File: src/design/hbbc_pkg.sv
// hbbc_pkg: shared types and codes for the hashed block buffer cache
// no dependencies; imported by every module of the block
package hbbc_pkg;

  localparam int unsigned BucketW = 6;   // holds a bucket number below 64
  localparam int unsigned RankW   = 7;   // search rank: home first, then bucket+1
  localparam logic [7:0]  CountMax = 8'hFF;

  typedef enum logic [1:0] {
    CmdGet     = 2'd0,
    CmdRelease = 2'd1,
    CmdPin     = 2'd2,
    CmdUnpin   = 2'd3
  } cmd_e;

  typedef enum logic [1:0] {
    StOk     = 2'd0,
    StNoFree = 2'd1,
    StCount  = 2'd2
  } status_e;

  typedef enum logic [1:0] {
    BkIdle = 2'd0,
    BkScan = 2'd1,
    BkFin  = 2'd2
  } back_state_e;

  typedef struct packed {
    cmd_e        command;
    logic [7:0]  device;
    logic [31:0] block_number;
    logic [4:0]  slot;
    logic [31:0] now_ticks;
  } req_t;

  typedef struct packed {
    logic [4:0] slot_out;
    logic       was_hit;
    logic       needs_read;
    status_e    status;
  } rsp_t;

  typedef struct packed {
    req_t               req;
    logic [BucketW-1:0] home;
  } job_t;

endpackage

File: src/design/hbbc_front.sv
// hbbc_front: takes request transfers and works out the home bucket of a get
// uses hbbc_pkg; feeds hbbc_queue
module hbbc_front #(
  parameter int unsigned NUM_BUCKETS = 13
) (
  input  logic          clk_i,
  input  logic          rst_ni,
  input  logic          in_valid_i,
  output logic          in_stall_o,
  input  hbbc_pkg::req_t in_data_i,
  output logic          job_valid_o,
  input  logic          job_full_i,
  output hbbc_pkg::job_t job_o
);
  import hbbc_pkg::*;

  // byte weights 256^j mod bucket count; the reciprocal is exact for sums below 2^16
  localparam logic [15:0] Fold1    = 16'(256 % NUM_BUCKETS);
  localparam logic [15:0] Fold2    = 16'(65536 % NUM_BUCKETS);
  localparam logic [15:0] Fold3    = 16'(16777216 % NUM_BUCKETS);
  localparam logic [15:0] Buckets  = 16'(NUM_BUCKETS);
  localparam int unsigned RecipSh  = 22;
  localparam logic [22:0] Recip    = 23'((4194304 + NUM_BUCKETS - 1) / NUM_BUCKETS);
  localparam logic [1:0]  StepDone = 2'd3;

  logic               busy_q;
  logic [1:0]         cnt_q;
  req_t               req_q;
  logic [15:0]        fold_q, fold_d;
  logic [15:0]        quo_q, quo_d;
  logic [BucketW-1:0] rem_q, rem_d;

  // fold, quotient, remainder: one step a cycle
  assign fold_d = 16'(req_q.block_number[7:0]) +
                  16'(req_q.block_number[15:8]) * Fold1 +
                  16'(req_q.block_number[23:16]) * Fold2 +
                  16'(req_q.block_number[31:24]) * Fold3;
  assign quo_d  = 16'((39'(fold_q) * 39'(Recip)) >> RecipSh);
  assign rem_d  = BucketW'(fold_q - quo_q * Buckets);

  assign in_stall_o  = busy_q;
  assign job_valid_o = busy_q && (cnt_q == StepDone);
  assign job_o       = '{req: req_q, home: rem_q};

  always_ff @(posedge clk_i or negedge rst_ni) begin
    if (!rst_ni) begin
      busy_q <= 1'b0;
      cnt_q  <= 2'd0;
    end else if (!busy_q) begin
      if (in_valid_i) begin
        busy_q <= 1'b1;
        cnt_q  <= (in_data_i.command == CmdGet) ? 2'd0 : StepDone;
      end
    end else if (cnt_q != StepDone) begin
      cnt_q <= cnt_q + 2'd1;
    end else if (!job_full_i) begin
      busy_q <= 1'b0;
    end
  end

  always_ff @(posedge clk_i) begin
    if (!busy_q && in_valid_i) begin
      req_q <= in_data_i;
    end else if (busy_q && cnt_q != StepDone) begin
      fold_q <= fold_d;
      quo_q  <= quo_d;
      rem_q  <= rem_d;
    end
  end

endmodule

File: config.mk
export PLATFORM = sky130hd
export DESIGN_NAME = hbbc_front
export DESIGN_NICKNAME = d
export VERILOG_FILES = /design/src/design/hbbc_pkg.sv /design/src/design/hbbc_front.sv
export SDC_FILE = /design/constraint.sdc
export NUM_CORES = 1
export LEC_CHECK = 0
export BUFFER_PORTS_ARGS = -buffer_cell sky130_fd_sc_hd__clkbuf_2
export CORE_UTILIZATION = 42
export DETAILED_ROUTE_END_ITERATION = 8
export GPL_TIMING_DRIVEN = 0
export PLACE_DENSITY = 0.71
export SKIP_CTS_REPAIR_TIMING = 1
export SLEW_MARGIN = 10
export SYNTH_ARGS = -nofsm -noshare
export SYNTH_HDL_FRONTEND = slang
export SYNTH_SLANG_ARGS = --single-unit
File: constraint.sdc
create_clock -name clk_i -period 8.75 [get_ports clk_i]
set_input_delay 1.3125 -clock clk_i [delete_from_list [all_inputs] [get_ports clk_i]]
set_output_delay 1.3125 -clock clk_i [all_outputs]
set_load 0.005 [all_outputs]
==> flow_metrics.env <==
export IMPL_routed_via_density=4.71
export IMPL_critPathCaptureType="flip-flop"
export IMPL_gp_congestion=0.903
export IMPL_dpl_hpwl_mm=14.7
export IMPL_critPathKind="flip-flop to flip-flop"
export IMPL_gr_usage_all_layers_pct=17.1
export IMPL_routed_wl_mm=17.2
export IMPL_cts_made_buffers=9
export IMPL_drt_pass1_iterations=4
export IMPL_grt_first_pass_wirelength_mm=27.9
export IMPL_worst_path_buf_inv=4
export IMPL_nNetsFinal=1196
export IMPL_synth_edff_count=104
export IMPL_relSlewSlack_pct=44.0
export IMPL_crit_path_end="quo_q[5]"
export IMPL_rsz0062_at_grt="no"
export IMPL_finalSetupViolations=0
export IMPL_clock_latency_ns=0.35
export IMPL_avgRoutedWirePerCell_um=15.1
export IMPL_fin_setup_tns_ns=0
export IMPL_grt_max_degree=73
export IMPL_cpMostUsedCell="fa_1"
export IMPL_ant_nets=0
export IMPL_synth_area_top_cells="edfxtp_1 (36%), fa_1 (23%), ha_1 (21%)"
export IMPL_drt_initial_drc_count=189
export IMPL_start_util_pct=42.9
export IMPL_layout_common_cells="inv_1 (179), clkbuf_2 (169), ha_1 (149), edfxtp_1 (104), fa_1 (100)"
export IMPL_avgSynthCellArea_sq_um=12.7
export IMPL_synthesis_nets=1015
export IMPL_finalMaxSlewViolations=0
export IMPL_synthArstFlopShare_pct=2.80
export IMPL_cpLargestDelayFamily="adder cells"
export IMPL_finalCriticalPeriod_ns=6.27
export IMPL_min_path_type="flip-flop to flip-flop"
export IMPL_die_w_um=146
export IMPL_io_buffer_count=169
export IMPL_final_core_util_pct=50.5
export IMPL_worstPathRequired_ns=8.84
export IMPL_synth_top_cell_area_share_pct=35.9
export IMPL_fmax_mhz=159
export IMPL_ys_ff_latch=107
export IMPL_ys_warn_count=0
export IMPL_cp_arrival_ns=6.37
export IMPL_gr_total_overflow=0
export IMPL_antenna_found_initial=0
export IMPL_hold_depth=2
export IMPL_yosysTopAreaCell="edfxtp_1"
export IMPL_hold_viol=0
export IMPL_synthDistinctLibCells=41
export IMPL_r2r_start="fold_q[2]"
export IMPL_layout_commonest_cell="inv_1"
export IMPL_cts_htree_levels=3
export IMPL_clk_pin_slew_ns=0.08
export IMPL_rr_worst_depth=17
export IMPL_reg2reg_slack_ns=2.48
export IMPL_outcome="finished clean"
export IMPL_crit_start="fold_q[2]"
export IMPL_die_h_um=146
export IMPL_cp_depth=17
export IMPL_first_global_vias=5842
export IMPL_cts_tree="built"
export IMPL_finalCritPeriodShare_pct=71.7
export IMPL_ys_flop_type="edfxtp_1"
export IMPL_netlist_instances=683
export IMPL_max_stage_delay_ns=0.61
export IMPL_timing_hold_ws_ns=0.593
export IMPL_startpoint_type="flip-flop"
export IMPL_finClkSkew_ns=0.00720
export IMPL_drc=0
export IMPL_cts_root_buf="clkbuf_16"
export IMPL_crit_chain="fa_1, inv_1, fa_1, inv_1, fa_1, fa_1, fa_1, inv_1, fa_1, inv_1, ha_1, a2111oi_0, o21ai_1, a31oi_1, nand2_1, o31a_1, xnor2_1"
export IMPL_dr_total_vias=5361
export IMPL_worst_slew_pin_slew_ns=0.839
export IMPL_num_rows=52
export IMPL_cts_sinks=107
export IMPL_crit_slowest_cell="fa_1"
export IMPL_synth_seq_area_share_pct=36.8
export IMPL_cts_buffer_depth=2
export IMPL_area_delta_synth_final_pct=17.7
export IMPL_netlist_area_sq_mm=0.00869
export IMPL_die_area_sq_mm=0.0213
export IMPL_crit_fanout=9
export IMPL_rr_endpoint="quo_q[5]"
export IMPL_cap_violations=0
export IMPL_drive_gt1_share_pct=22.6
export IMPL_ios=170
export IMPL_diodes=0
export IMPL_core_sq_mm=0.0202
[routing by layer]
| metal | track usage, % | part of all wire (%) | vias up |
|---|---|---|---|
| met5 | 0 | 0 | - |
| met3 | 4.23 | 5.4 | 22 |
| met1 | 18.8 | 39 | 2573 |
| met4 | 5.68 | 2.5 | 0 |
| met2 | 32.0 | 53 | 158 |
| li1 | - | - | 2608 |
[synthesized netlist by cell type, types with 2 or more instances]
cell,number
a211oi_1,3
a21o_1,6
a21oi_1,17
a21oi_2,2
a31oi_1,2
dfrtp_1,3
edfxtp_1,104
fa_1,100
ha_1,149
inv_1,180
mux2i_1,3
nand2_1,13
nand2b_1,4
nand3_1,4
nand4_1,5
nor2_1,13
nor2b_1,3
nor3_1,7
o21a_1,2
o21ai_0,8
o21ai_1,5
o21bai_1,2
o31a_1,2
or2_2,3
xnor2_1,24
xor2_1,4
[stage by stage]
step                instances  setup slack [ns]  area (sq um)
floorplan                 683              3.30          8690
global placement         1122              2.60          9870
detailed placement       1123              2.59          9910
CTS                      1139              2.50         10200
global route             1139              2.32         10200
finish                   1139              2.48         10200
[cell type report]
class / count / area, sq um
inverters: 180 / 678
fillers: 1764 / 10000
well taps: 270 / 338
clock inverters: 7 / 91.3
flip-flops and latches: 107 / 3200
repair buffers: 170 / 873
clock buffers: 9 / 225
multi-input cells: 396 / 4820
[cell families after synthesis]
group / after synthesis / synth area share, %
xor gates and xnor gates: 28 / 2.82
AOI/OAI and AO/OA: 60 / 4.58
and+or+nand+nor: 56 / 3.18
DFF: 107 / 36.8
adders and majority gates: 249 / 44.5
buffers and inverters: 180 / 7.78
muxes: 3 / 0.346
[state kept, by name, indices dropped and copies added (netlist names)]
register and count:
cnt_q 2, job_o 79, fold_q 13, in_stall_o 1
rem_q 6, quo_q 6
[worst min-delay path, stage by stage, from the launching register on]
cell and delay (ns):
dfrtp_1 0.35, mux2i_1 0.07, a21oi_1 0.13
[worst min path at each step]
stage                     startpoint       end
after floorplan             cnt_q[1]  cnt_q[1]
after global placement      cnt_q[1]  cnt_q[1]
after detailed placement    cnt_q[1]  cnt_q[1]
after CTS                   cnt_q[1]  cnt_q[1]
after global routing        cnt_q[0]  cnt_q[0]
final                       cnt_q[1]  cnt_q[1]
Power is left out: the tool's default activity adds up to more than one toggle a clock period on the data nets, which glitch-free logic cannot reach.
