==> src/design/hbbc_pkg.sv <==
// hbbc_pkg: shared types and codes for the hashed block buffer cache
// no dependencies; imported by every module of the block
package hbbc_pkg;

  localparam int unsigned BucketW = 6;   // holds a bucket number below 64
  localparam int unsigned RankW   = 7;   // search rank: home first, then bucket+1
  localparam logic [7:0]  CountMax = 8'hFF;

  typedef enum logic [1:0] {
    CmdGet     = 2'd0,
    CmdRelease = 2'd1,
    CmdPin     = 2'd2,
    CmdUnpin   = 2'd3
  } cmd_e;

  typedef enum logic [1:0] {
    StOk     = 2'd0,
    StNoFree = 2'd1,
    StCount  = 2'd2
  } status_e;

  typedef enum logic [1:0] {
    BkIdle = 2'd0,
    BkScan = 2'd1,
    BkFin  = 2'd2
  } back_state_e;

  typedef struct packed {
    cmd_e        command;
    logic [7:0]  device;
    logic [31:0] block_number;
    logic [4:0]  slot;
    logic [31:0] now_ticks;
  } req_t;

  typedef struct packed {
    logic [4:0] slot_out;
    logic       was_hit;
    logic       needs_read;
    status_e    status;
  } rsp_t;

  typedef struct packed {
    req_t               req;
    logic [BucketW-1:0] home;
  } job_t;

endpackage

==> src/design/hbbc_queue.sv <==
// hbbc_queue: two-entry queue of classified jobs between front and back
// uses hbbc_pkg
module hbbc_queue (
  input  logic           clk_i,
  input  logic           rst_ni,
  input  logic           push_i,
  input  hbbc_pkg::job_t push_data_i,
  output logic           full_o,
  output logic           pop_valid_o,
  input  logic           pop_i,
  output hbbc_pkg::job_t pop_data_o
);
  import hbbc_pkg::*;

  job_t       mem_q [2];
  logic       wp_q, rp_q;
  logic [1:0] cnt_q;
  logic       do_push, do_pop;

  assign full_o      = (cnt_q == 2'd2);
  assign pop_valid_o = (cnt_q != 2'd0);
  assign pop_data_o  = mem_q[rp_q];
  assign do_push     = push_i && !full_o;
  assign do_pop      = pop_i && pop_valid_o;

  always_ff @(posedge clk_i or negedge rst_ni) begin
    if (!rst_ni) begin
      wp_q  <= 1'b0;
      rp_q  <= 1'b0;
      cnt_q <= 2'd0;
    end else begin
      if (do_push) wp_q <= ~wp_q;
      if (do_pop)  rp_q <= ~rp_q;
      if (do_push && !do_pop)      cnt_q <= cnt_q + 2'd1;
      else if (!do_push && do_pop) cnt_q <= cnt_q - 2'd1;
    end
  end

  always_ff @(posedge clk_i) begin
    if (do_push) mem_q[wp_q] <= push_data_i;
  end

endmodule

==> config.mk <==
export PLATFORM = sky130hd
export DESIGN_NAME = hbbc_queue
export DESIGN_NICKNAME = d
export VERILOG_FILES = /design/src/design/hbbc_pkg.sv /design/src/design/hbbc_queue.sv
export SDC_FILE = /design/constraint.sdc
export NUM_CORES = 1
export LEC_CHECK = 0
export BUFFER_PORTS_ARGS = -buffer_cell sky130_fd_sc_hd__clkbuf_2
export CAP_MARGIN = 0
export CELL_PAD_IN_SITES_DETAIL_PLACEMENT = 0
export CELL_PAD_IN_SITES_GLOBAL_PLACEMENT = 1
export CORE_MARGIN = 3
export CORE_UTILIZATION = 43
export CTS_CLUSTER_DIAMETER = 150
export DETAILED_ROUTE_END_ITERATION = 12
export GPL_TIMING_DRIVEN = 0
export HOLD_SLACK_MARGIN = 0.12
export PLACE_DENSITY_LB_ADDON = 0.1
export SLEW_MARGIN = 5
export SYNTH_ARGS = -nofsm -noshare
export SYNTH_HDL_FRONTEND = slang
export SYNTH_SLANG_ARGS = --single-unit
==> constraint.sdc <==
create_clock -name clk_i -period 9.28 [get_ports clk_i]
set_input_delay 0.928 -clock clk_i [delete_from_list [all_inputs] [get_ports clk_i]]
set_output_delay 0.928 -clock clk_i [all_outputs]
set_load 0.005 [all_outputs]
==> results of run 1 <==
state kept, by name, indices dropped and copies added (netlist names):
name / flops
mem_q: 170
cnt_q: 2
rp_q: 1
wp_q: 1
synthesized netlist by cell type (all sizes together):
library cell / n
and3: 1
dfrtp: 4
nand2: 2
nand2b: 1
nor2: 2
ha: 1
inv: 2
mux2: 85
xnor2: 3
edfxtp: 170
buf: 10
or2: 1
xor2: 2
logic make-up after synthesis:
logic type | count (synthesis)
xor gates and xnor gates | 5
adders and majority gates | 1
buffers and inverters | 12
DFF | 174
muxes | 85
and+or+nand+nor | 7
area by class of cell:
type                    count  area [um2]  share of cell area
flip-flops and latches    174        5200               0.630
multi-input cells          98        1210               0.147
repair buffers            179         971               0.118
clock buffers              19         433              0.0524
well taps                 184         230              0.0279
plain buffers              10         126              0.0153
clock inverters            12        75.1             0.00909
inverters                   2        7.51            0.000909
path summary, 6_finish.rpt:
kind | start | end | depth (start not counted)
min in group clk_i | cnt_q[1]$_DFFE_PN0P_ | cnt_q[1]$_DFFE_PN0P_ | 1
hold / removal | rst_ni | cnt_q[1]$_DFFE_PN0P_ | 1
hold reg to reg | cnt_q[1]$_DFFE_PN0P_ | cnt_q[1]$_DFFE_PN0P_ | 1
setup reg to reg | cnt_q[0]$_DFFE_PN0P_ | mem_q[0][28]$_DFFE_PP_ | 5
max in group asynchronous | rst_ni | wp_q$_DFFE_PN0N_ | 1
setup / recovery | rp_q$_DFFE_PN0P_ | pop_data_o[45] | 5
placed cells by master, fill, tap and decap left out, types with 2 or more instances in the layout:
cell type | netlist | final
buf_12 | 4 | 6
buf_16 | 0 | 2
buf_2 | 4 | 4
clkbuf_1 | 0 | 2
clkbuf_16 | 0 | 17
clkbuf_2 | 0 | 175
clkinv_1 | 0 | 2
clkinv_2 | 0 | 4
clkinv_4 | 0 | 2
clkinvlp_4 | 0 | 4
dfrtp_1 | 4 | 4
edfxtp_1 | 170 | 170
inv_1 | 2 | 2
mux2_2 | 45 | 45
mux2_4 | 40 | 40
nand2_1 | 2 | 2
xnor2_1 | 3 | 3
xor2_1 | 2 | 2
power groups by stage:
| stage | Combinational, W | Sequential [W] | Clock [W] |
|---|---|---|---|
| final | 0.000800 | 0.00111 | 0.000607 |
| after global routing | 0.000871 | 0.00113 | 0.000659 |
| after CTS | 0.000826 | 0.00112 | 0.000626 |
| after detailed placement | 0.000824 | 0.00113 | 0 |
| after global placement | 0.000786 | 0.00116 | 0 |
| after floorplan | 0.000503 | 0.00114 | 0 |
per-layer routing:
metal,track usage,share of wire
met5,0,0
met4,0.0593,0.017
met3,0.0660,0.094
met2,0.214,0.49
met1,0.149,0.40
per-stage QoR:
step                      utilization  total power [W]  instances
after floorplan                     -          0.00164        284
after global placement          0.520          0.00195        643
after detailed placement        0.527          0.00196        647
after CTS                       0.562          0.00257        678
after global routing            0.562          0.00266        678
final                           0.562          0.00252        678
==> implementation parameters, run 1 <==
Parameter                              Value

Critical path
  CP top delay family ... buffers and inverters
  Peak per-stage delay on the critical path ... 0.37 ns
  Critical path, cell by cell ... buf_6 -> buf_8 -> buf_12 -> mux2_4 -> clkbuf_2
  Nature of the critical path startpoint ... register
  Worst Setup Path Type ... reg -> out
  Arrival @ worst endpoint ... 1.63 ns
  Buffer and inverter count on the worst path ... 4
  Setup slack of the worst register-to-register path ... 7.38 ns
  WP data required ... 8.35 ns
  Highest-delay cell along the critical path ... dfrtp_1
  Critical Path Fanout Max ... 10
  Setup crit end kind ... primary output

Floorplan
  Row count ... 44
  CORE AREA ... 14700 um2
  Floorplan die height ... 129 um
  Horizontal extent of the die ... 129 um
  Effective utilization at floorplan ... 0.445
  Total die area ... 16700 um2
  Number of placed I/O pins ... 176

Run status
  Outcome ... finished, final reports clean

Route
  Per-cell via count in the routed design ... 4.71
  Routed via count ... 3190
  Wirelength, routed ... 11.0 mm
  Average wire per standard cell ... 16.3 um
  Routed Antenna Nets ... 0
  Router iterations before antenna repair ... 4
  Count of unresolved DRC violations after routing ... 0
  Detailed router's first-iteration violation count ... 136

Min path
  Type of the most critical hold path ... in -> async

Synthesis
  Count of distinct cell types in the synthesized netlist ... 17
  Syn avg cell area ... 23.0 um2
  Share of Yosys cell area claimed by the top area cell type ... 0.781
  Sequential cell area fraction in the yosys report ... 0.796
  Yosys warns ... 0
  Share of synthesized cell area in full adder, half adder and majority cells ... 0.00191
  Compound-cell area share of the yosys netlist ... 0
  Syn_nets ... 374
  Share of cell area taken by muxes after synthesis ... 0.169
  Top cell type by total area after synthesis ... edfxtp_1
  Flip-flop and latch count after synthesis ... 174
  Number of instances in the synthesized netlist ... 284
  Biggest area contributors in the synthesized netlist ... edfxtp_1 78%, mux2_4 9.2%, mux2_2 7.8%
  Mapped Area ... 6540 um2
  Main combinational cell family by area after synthesis ... multiplexers
  Simple-gate share of the synthesized area ... 0.00517
  Fraction of synthesized cell area in xor and xnor cells ... 0.00670

CTS
  CTS Hold Buffers Added ... 0
  Clk root buf ... clkbuf_16
  Skew-Pair Late Insertion Delay ... 0.41 ns
  Number of post-CTS setup repair buffers ... 0
  Clock Sink Count ... 174
  Clock transition at the registers of the reported paths ... 0.06 ns
  Maximum level of the CTS H-tree ... 4
  Max Buffers Root-to-Sink ... 2
  Number of buffers added by the clock tree synthesis step ... 17
  Cts repair resizes ... 0
  Clock tree from TritonCTS ... done

STA
  Relative slew slack ... 0.597
  Total count of hold-check failures in the final report ... 0
  Sum of negative setup slack ... 0 ns
  Final worst path period share ... 0.276
  Clock period minus worst slack ... 2.56 ns
  Post-Route Skew ... 0.00699 ns
  Slew at the pin closest to its max-slew limit ... 0.604 ns
  Maximum clock frequency ... 390 MHz
  Worst hold slack ... 0.316 ns
  Slack of the critical path ... 6.72 ns
  Count of pins over their slew limit ... 0
  Setup violations, final ... 0
  RSZ-0062 raised after global routing ... false

Finish
  Inserted Diodes ... 0
  Ratio of cells with drive above 1 in the final layout ... 0.615
  Number of filler instances in the final layout ... 1160
  Synth-to-Final Area Change ... 26.3%
  Number of nets at the end of the flow ... 572
  Post-route design area ... 8260 um2

GRT
  Initial antenna violation count ... 0
  GRT Resource Usage Total ... 0.133
  Number of global-route vias before repair ... 3260
  GRT Residual Overflow ... 0
  Largest net degree at the start of global routing ... 47
  Wire length of the first global-routing pass ... 16.4 mm

Placement
  Detailed placer's ending HPWL ... 7.59 mm
  Total placed instance area ... 7750 um2
  Final Wtd Congestion ... 0.706
  Post-Place Worst Slack ... 6.91 ns
  IO Port Bufs ... 175

Power and ir drop
  Switching portion of total power ... 0.268
  Clock power share ... 0.241
  Combinational share of power ... 0.317
  Power density normalized to cell area ... 305 nW/um2
  Peak VDD IR ... 0.153 mV
  Standby leakage power ... 3.26 nW
  Switch Pwr ... 0.000675 W
  Relative contribution of sequential cells to total power ... 0.442
  Internal ... 0.00184 W

Job
  Max-capacitance violation count ... 0
(Power assumes the default switching activity.)
==> run 2: changes to the inputs <==
--- a/config.mk
+++ b/config.mk
@@ -10,7 +10,7 @@
 export CELL_PAD_IN_SITES_DETAIL_PLACEMENT = 0
 export CELL_PAD_IN_SITES_GLOBAL_PLACEMENT = 1
 export CORE_MARGIN = 3
-export CORE_UTILIZATION = 43
+export CORE_UTILIZATION = 40
 export CTS_CLUSTER_DIAMETER = 150
 export DETAILED_ROUTE_END_ITERATION = 12
 export GPL_TIMING_DRIVEN = 0
==> constraint.sdc (replaced) <==
create_clock -name clk_i -period 2.2 [get_ports clk_i]
set_input_delay 0.22 -clock clk_i [delete_from_list [all_inputs] [get_ports clk_i]]
set_output_delay 0.22 -clock clk_i [all_outputs]
set_load 0.005 [all_outputs]
==> run 2 against run 1 <==
Compared with the run above: global-route usage rose by 0.60 points; first-iteration DRC count rose by 67%; critical endpoint is now mem_q[0][31]$_DFFE_PP_; critical path depth did not move; clock-buffer cell count fell by 2.
==> implementation parameters, run 2 (synthesis results as in run 1) <==
Parameter                              Value

Job
  Max-capacitance violation count ... 0 (unchanged)

Power and ir drop
  Power density normalized to cell area ... 1210 nW/um2 (was 305 nW/um2)
  Peak VDD IR ... 0.504 mV (was 0.153 mV)
  Standby leakage power ... 3.69 nW (was 3.26 nW)

Placement
  Total placed instance area ... 7810 um2 (was 7750 um2)
  Post-Place Worst Slack ... 0.122 ns (was 6.91 ns)
  Detailed placer's ending HPWL ... 7.86 mm (was 7.59 mm)
  IO Port Bufs ... 175 (unchanged)
  Final Wtd Congestion ... 0.670 (was 0.706)

Min path
  Type of the most critical hold path ... in -> async (unchanged)

Route
  Detailed router's first-iteration violation count ... 227 (was 136)
  Routed Antenna Nets ... 0 (unchanged)
  Routed via count ... 3535 (was 3190)
  Wirelength, routed ... 12.1 mm (was 11.0 mm)
  Per-cell via count in the routed design ... 4.42 (was 4.71)
  Average wire per standard cell ... 15.1 um (was 16.3 um)
  Router iterations before antenna repair ... 4 (unchanged)
  Count of unresolved DRC violations after routing ... 0 (unchanged)

STA
  Slack of the critical path ... 0.163 ns (was 6.72 ns)
  Clock period minus worst slack ... 2.04 ns
  RSZ-0062 raised after global routing ... false (unchanged)
  Total count of hold-check failures in the final report ... 0 (unchanged)
  Count of pins over their slew limit ... 0 (unchanged)
  Final worst path period share ... 0.926
  Slew at the pin closest to its max-slew limit ... 0.796 ns (was 0.604 ns)
  Post-Route Skew ... 0.00855 ns (was 0.00699 ns)
  Relative slew slack ... 0.468 (was 0.597)
  Setup violations, final ... 0 (unchanged)
  Maximum clock frequency ... 491 MHz

GRT
  Initial antenna violation count ... 0 (unchanged)
  Wire length of the first global-routing pass ... 19.0 mm (was 16.4 mm)
  GRT Resource Usage Total ... 0.139 (was 0.133)
  GRT Residual Overflow ... 0 (unchanged)
  Largest net degree at the start of global routing ... 59 (was 47)
  Number of global-route vias before repair ... 3899 (was 3260)

Finish
  Inserted Diodes ... 0 (unchanged)
  Top register by number of flip-flops ... mem_q (unchanged)
  Commonest non-fill, non-tap cell in the layout ... clkbuf_2 (unchanged)
  Synth-to-Final Area Change ... 42.1% (was 26.3%)
  Ratio of cells with drive above 1 in the final layout ... 0.528 (was 0.615)
  Post-route design area ... 9290 um2 (was 8260 um2)
  Top library cells by usage in the layout, fill and taps aside ... 175 x clkbuf_2, 170 x edfxtp_1, 88 x dlygate4sd3_1 (was 175 x clkbuf_2, 170 x edfxtp_1, 45 x mux2_2)
  Number of nets at the end of the flow ... 660 (was 572)
  Flip-flop count of the largest register, all copies and words added ... 170 (unchanged)
  Top flop regs ... mem_q (170), cnt_q (2) (unchanged)

Critical path
  Setup crit end kind ... register (was primary output)
  Highest-delay cell along the critical path ... nor2_4 (was dfrtp_1)
  Buffer and inverter count on the worst path ... 2 (was 4)
  Critical path, cell by cell ... nand2b_4 -> nand2_4 -> nor2_4 -> buf_16 -> buf_16 (was buf_6 -> buf_8 -> buf_12 -> mux2_4 -> clkbuf_2)
  Worst Setup Path Type ... reg -> reg (was reg -> out)
  Crit-path most repeated cell ... buf_16
  Critical Path Fanout Max ... 23 (was 10)
  Peak per-stage delay on the critical path ... 0.63 ns (was 0.37 ns)
  Nature of the critical path startpoint ... register (unchanged)
  WP data required ... 2.32 ns (was 8.35 ns)
  Arrival @ worst endpoint ... 2.16 ns (was 1.63 ns)
  CP top delay family ... simple AND/OR/NAND/NOR gates (was buffers and inverters)

CTS
  CTS Hold Buffers Added ... 88 (was 0)
  Clock transition at the registers of the reported paths ... 0.06 ns (about the same)
  Number of post-CTS setup repair buffers ... 0 (unchanged)
  Clock Sink Count ... 174 (unchanged)
  Cts repair resizes ... 0 (unchanged)
  Clock tree from TritonCTS ... done (unchanged)
  Skew-Pair Late Insertion Delay ... 0.41 ns (about the same)
  Max Buffers Root-to-Sink ... 2 (unchanged)
  Number of buffers added by the clock tree synthesis step ... 17 (unchanged)
  Maximum level of the CTS H-tree ... 4 (unchanged)
  Clk root buf ... clkbuf_16 (unchanged)

Run status
  Outcome ... finished, final reports clean (unchanged)

Floorplan
  Total die area ... 17900 um2 (was 16700 um2)
  Horizontal extent of the die ... 134 um (was 129 um)
  Effective utilization at floorplan ... 0.410 (was 0.445)
  Floorplan die height ... 134 um (was 129 um)
  Row count ... 46 (was 44)
  CORE AREA ... 15900 um2 (was 14700 um2)
  Number of placed I/O pins ... 176 (unchanged)
-- run 2: cell types whose count changed in the layout (fill, tap and decap cells not counted), moves of 2 or more --
cell and change:
dlygate4sd3_1 +88, bufinv_16 +3, clkbuf_1 -2, clkinv_2 -2, clkinvlp_4 -2, inv_6 +2
-- run 2: through the flow --
stage / TNS, ns / std cells / hold WS [ns] / util / power [W]
after floorplan: -6.62 / 284 / -0.0756 / - / 0.00690
after CTS: 0 / 799 / 0.149 / 0.583 / 0.0114
after global placement: -124.06 / 675 / 0.0322 / 0.483 / 0.00816
after detailed placement: 0 / 679 / 0.0369 / 0.490 / 0.00830
final: 0 / 799 / 0.159 / 0.583 / 0.0112
after global routing: 0 / 799 / 0.156 / 0.583 / 0.0119
-- run 2: final cells by class --
type / count / area, um2
Multi-Input combinational cell: 98 / 1220
Inverter: 2 / 7.51
Fill cell: 1277 / 6650
Sequential cell: 174 / 5200
Clock inverter: 15 / 170
Tap cell: 216 / 270
Clock buffer: 17 / 425
Timing Repair Buffer: 267 / 1860
Buffer: 10 / 126
-- run 2: where the power goes --
part / leakage, nW / total (W) / switching (W) / internal [W]
Clock: 0.286 / 0.00298 / 0.00120 / 0.00178
Combinational: 1.78 / 0.00356 / 0.00160 / 0.00196
Sequential: 1.63 / 0.00471 / 0.000182 / 0.00453
-- run 2: final timing paths --
path / start / to / slack, ns / cells after the start
min: rst_ni / wp_q$_DFFE_PN0N_ / 0.16 / 2
max: cnt_q[0]$_DFFE_PN0P_ / mem_q[0][31]$_DFFE_PP_ / 0.16 / 5
min in group clk_i: push_data_i[8] / mem_q[0][8]$_DFFE_PP_ / 0.53 / 2
min reg2reg: cnt_q[1]$_DFFE_PN0P_ / cnt_q[1]$_DFFE_PN0P_ / 0.55 / 1
max in group asynchronous: rst_ni / rp_q$_DFFE_PN0P_ / 1.91 / 2
max reg2reg: cnt_q[0]$_DFFE_PN0P_ / mem_q[0][31]$_DFFE_PP_ / 0.16 / 5
-- run 2: layer usage --
layer  global-route usage  routed length, um  vias to the layer above
li1                     -                  -                     1698
met1                0.161               4920                     1709
met2                0.236               6120                      122
met3               0.0570                944                        6
met4               0.0429                 89                        0
met5                    0                  0                        -
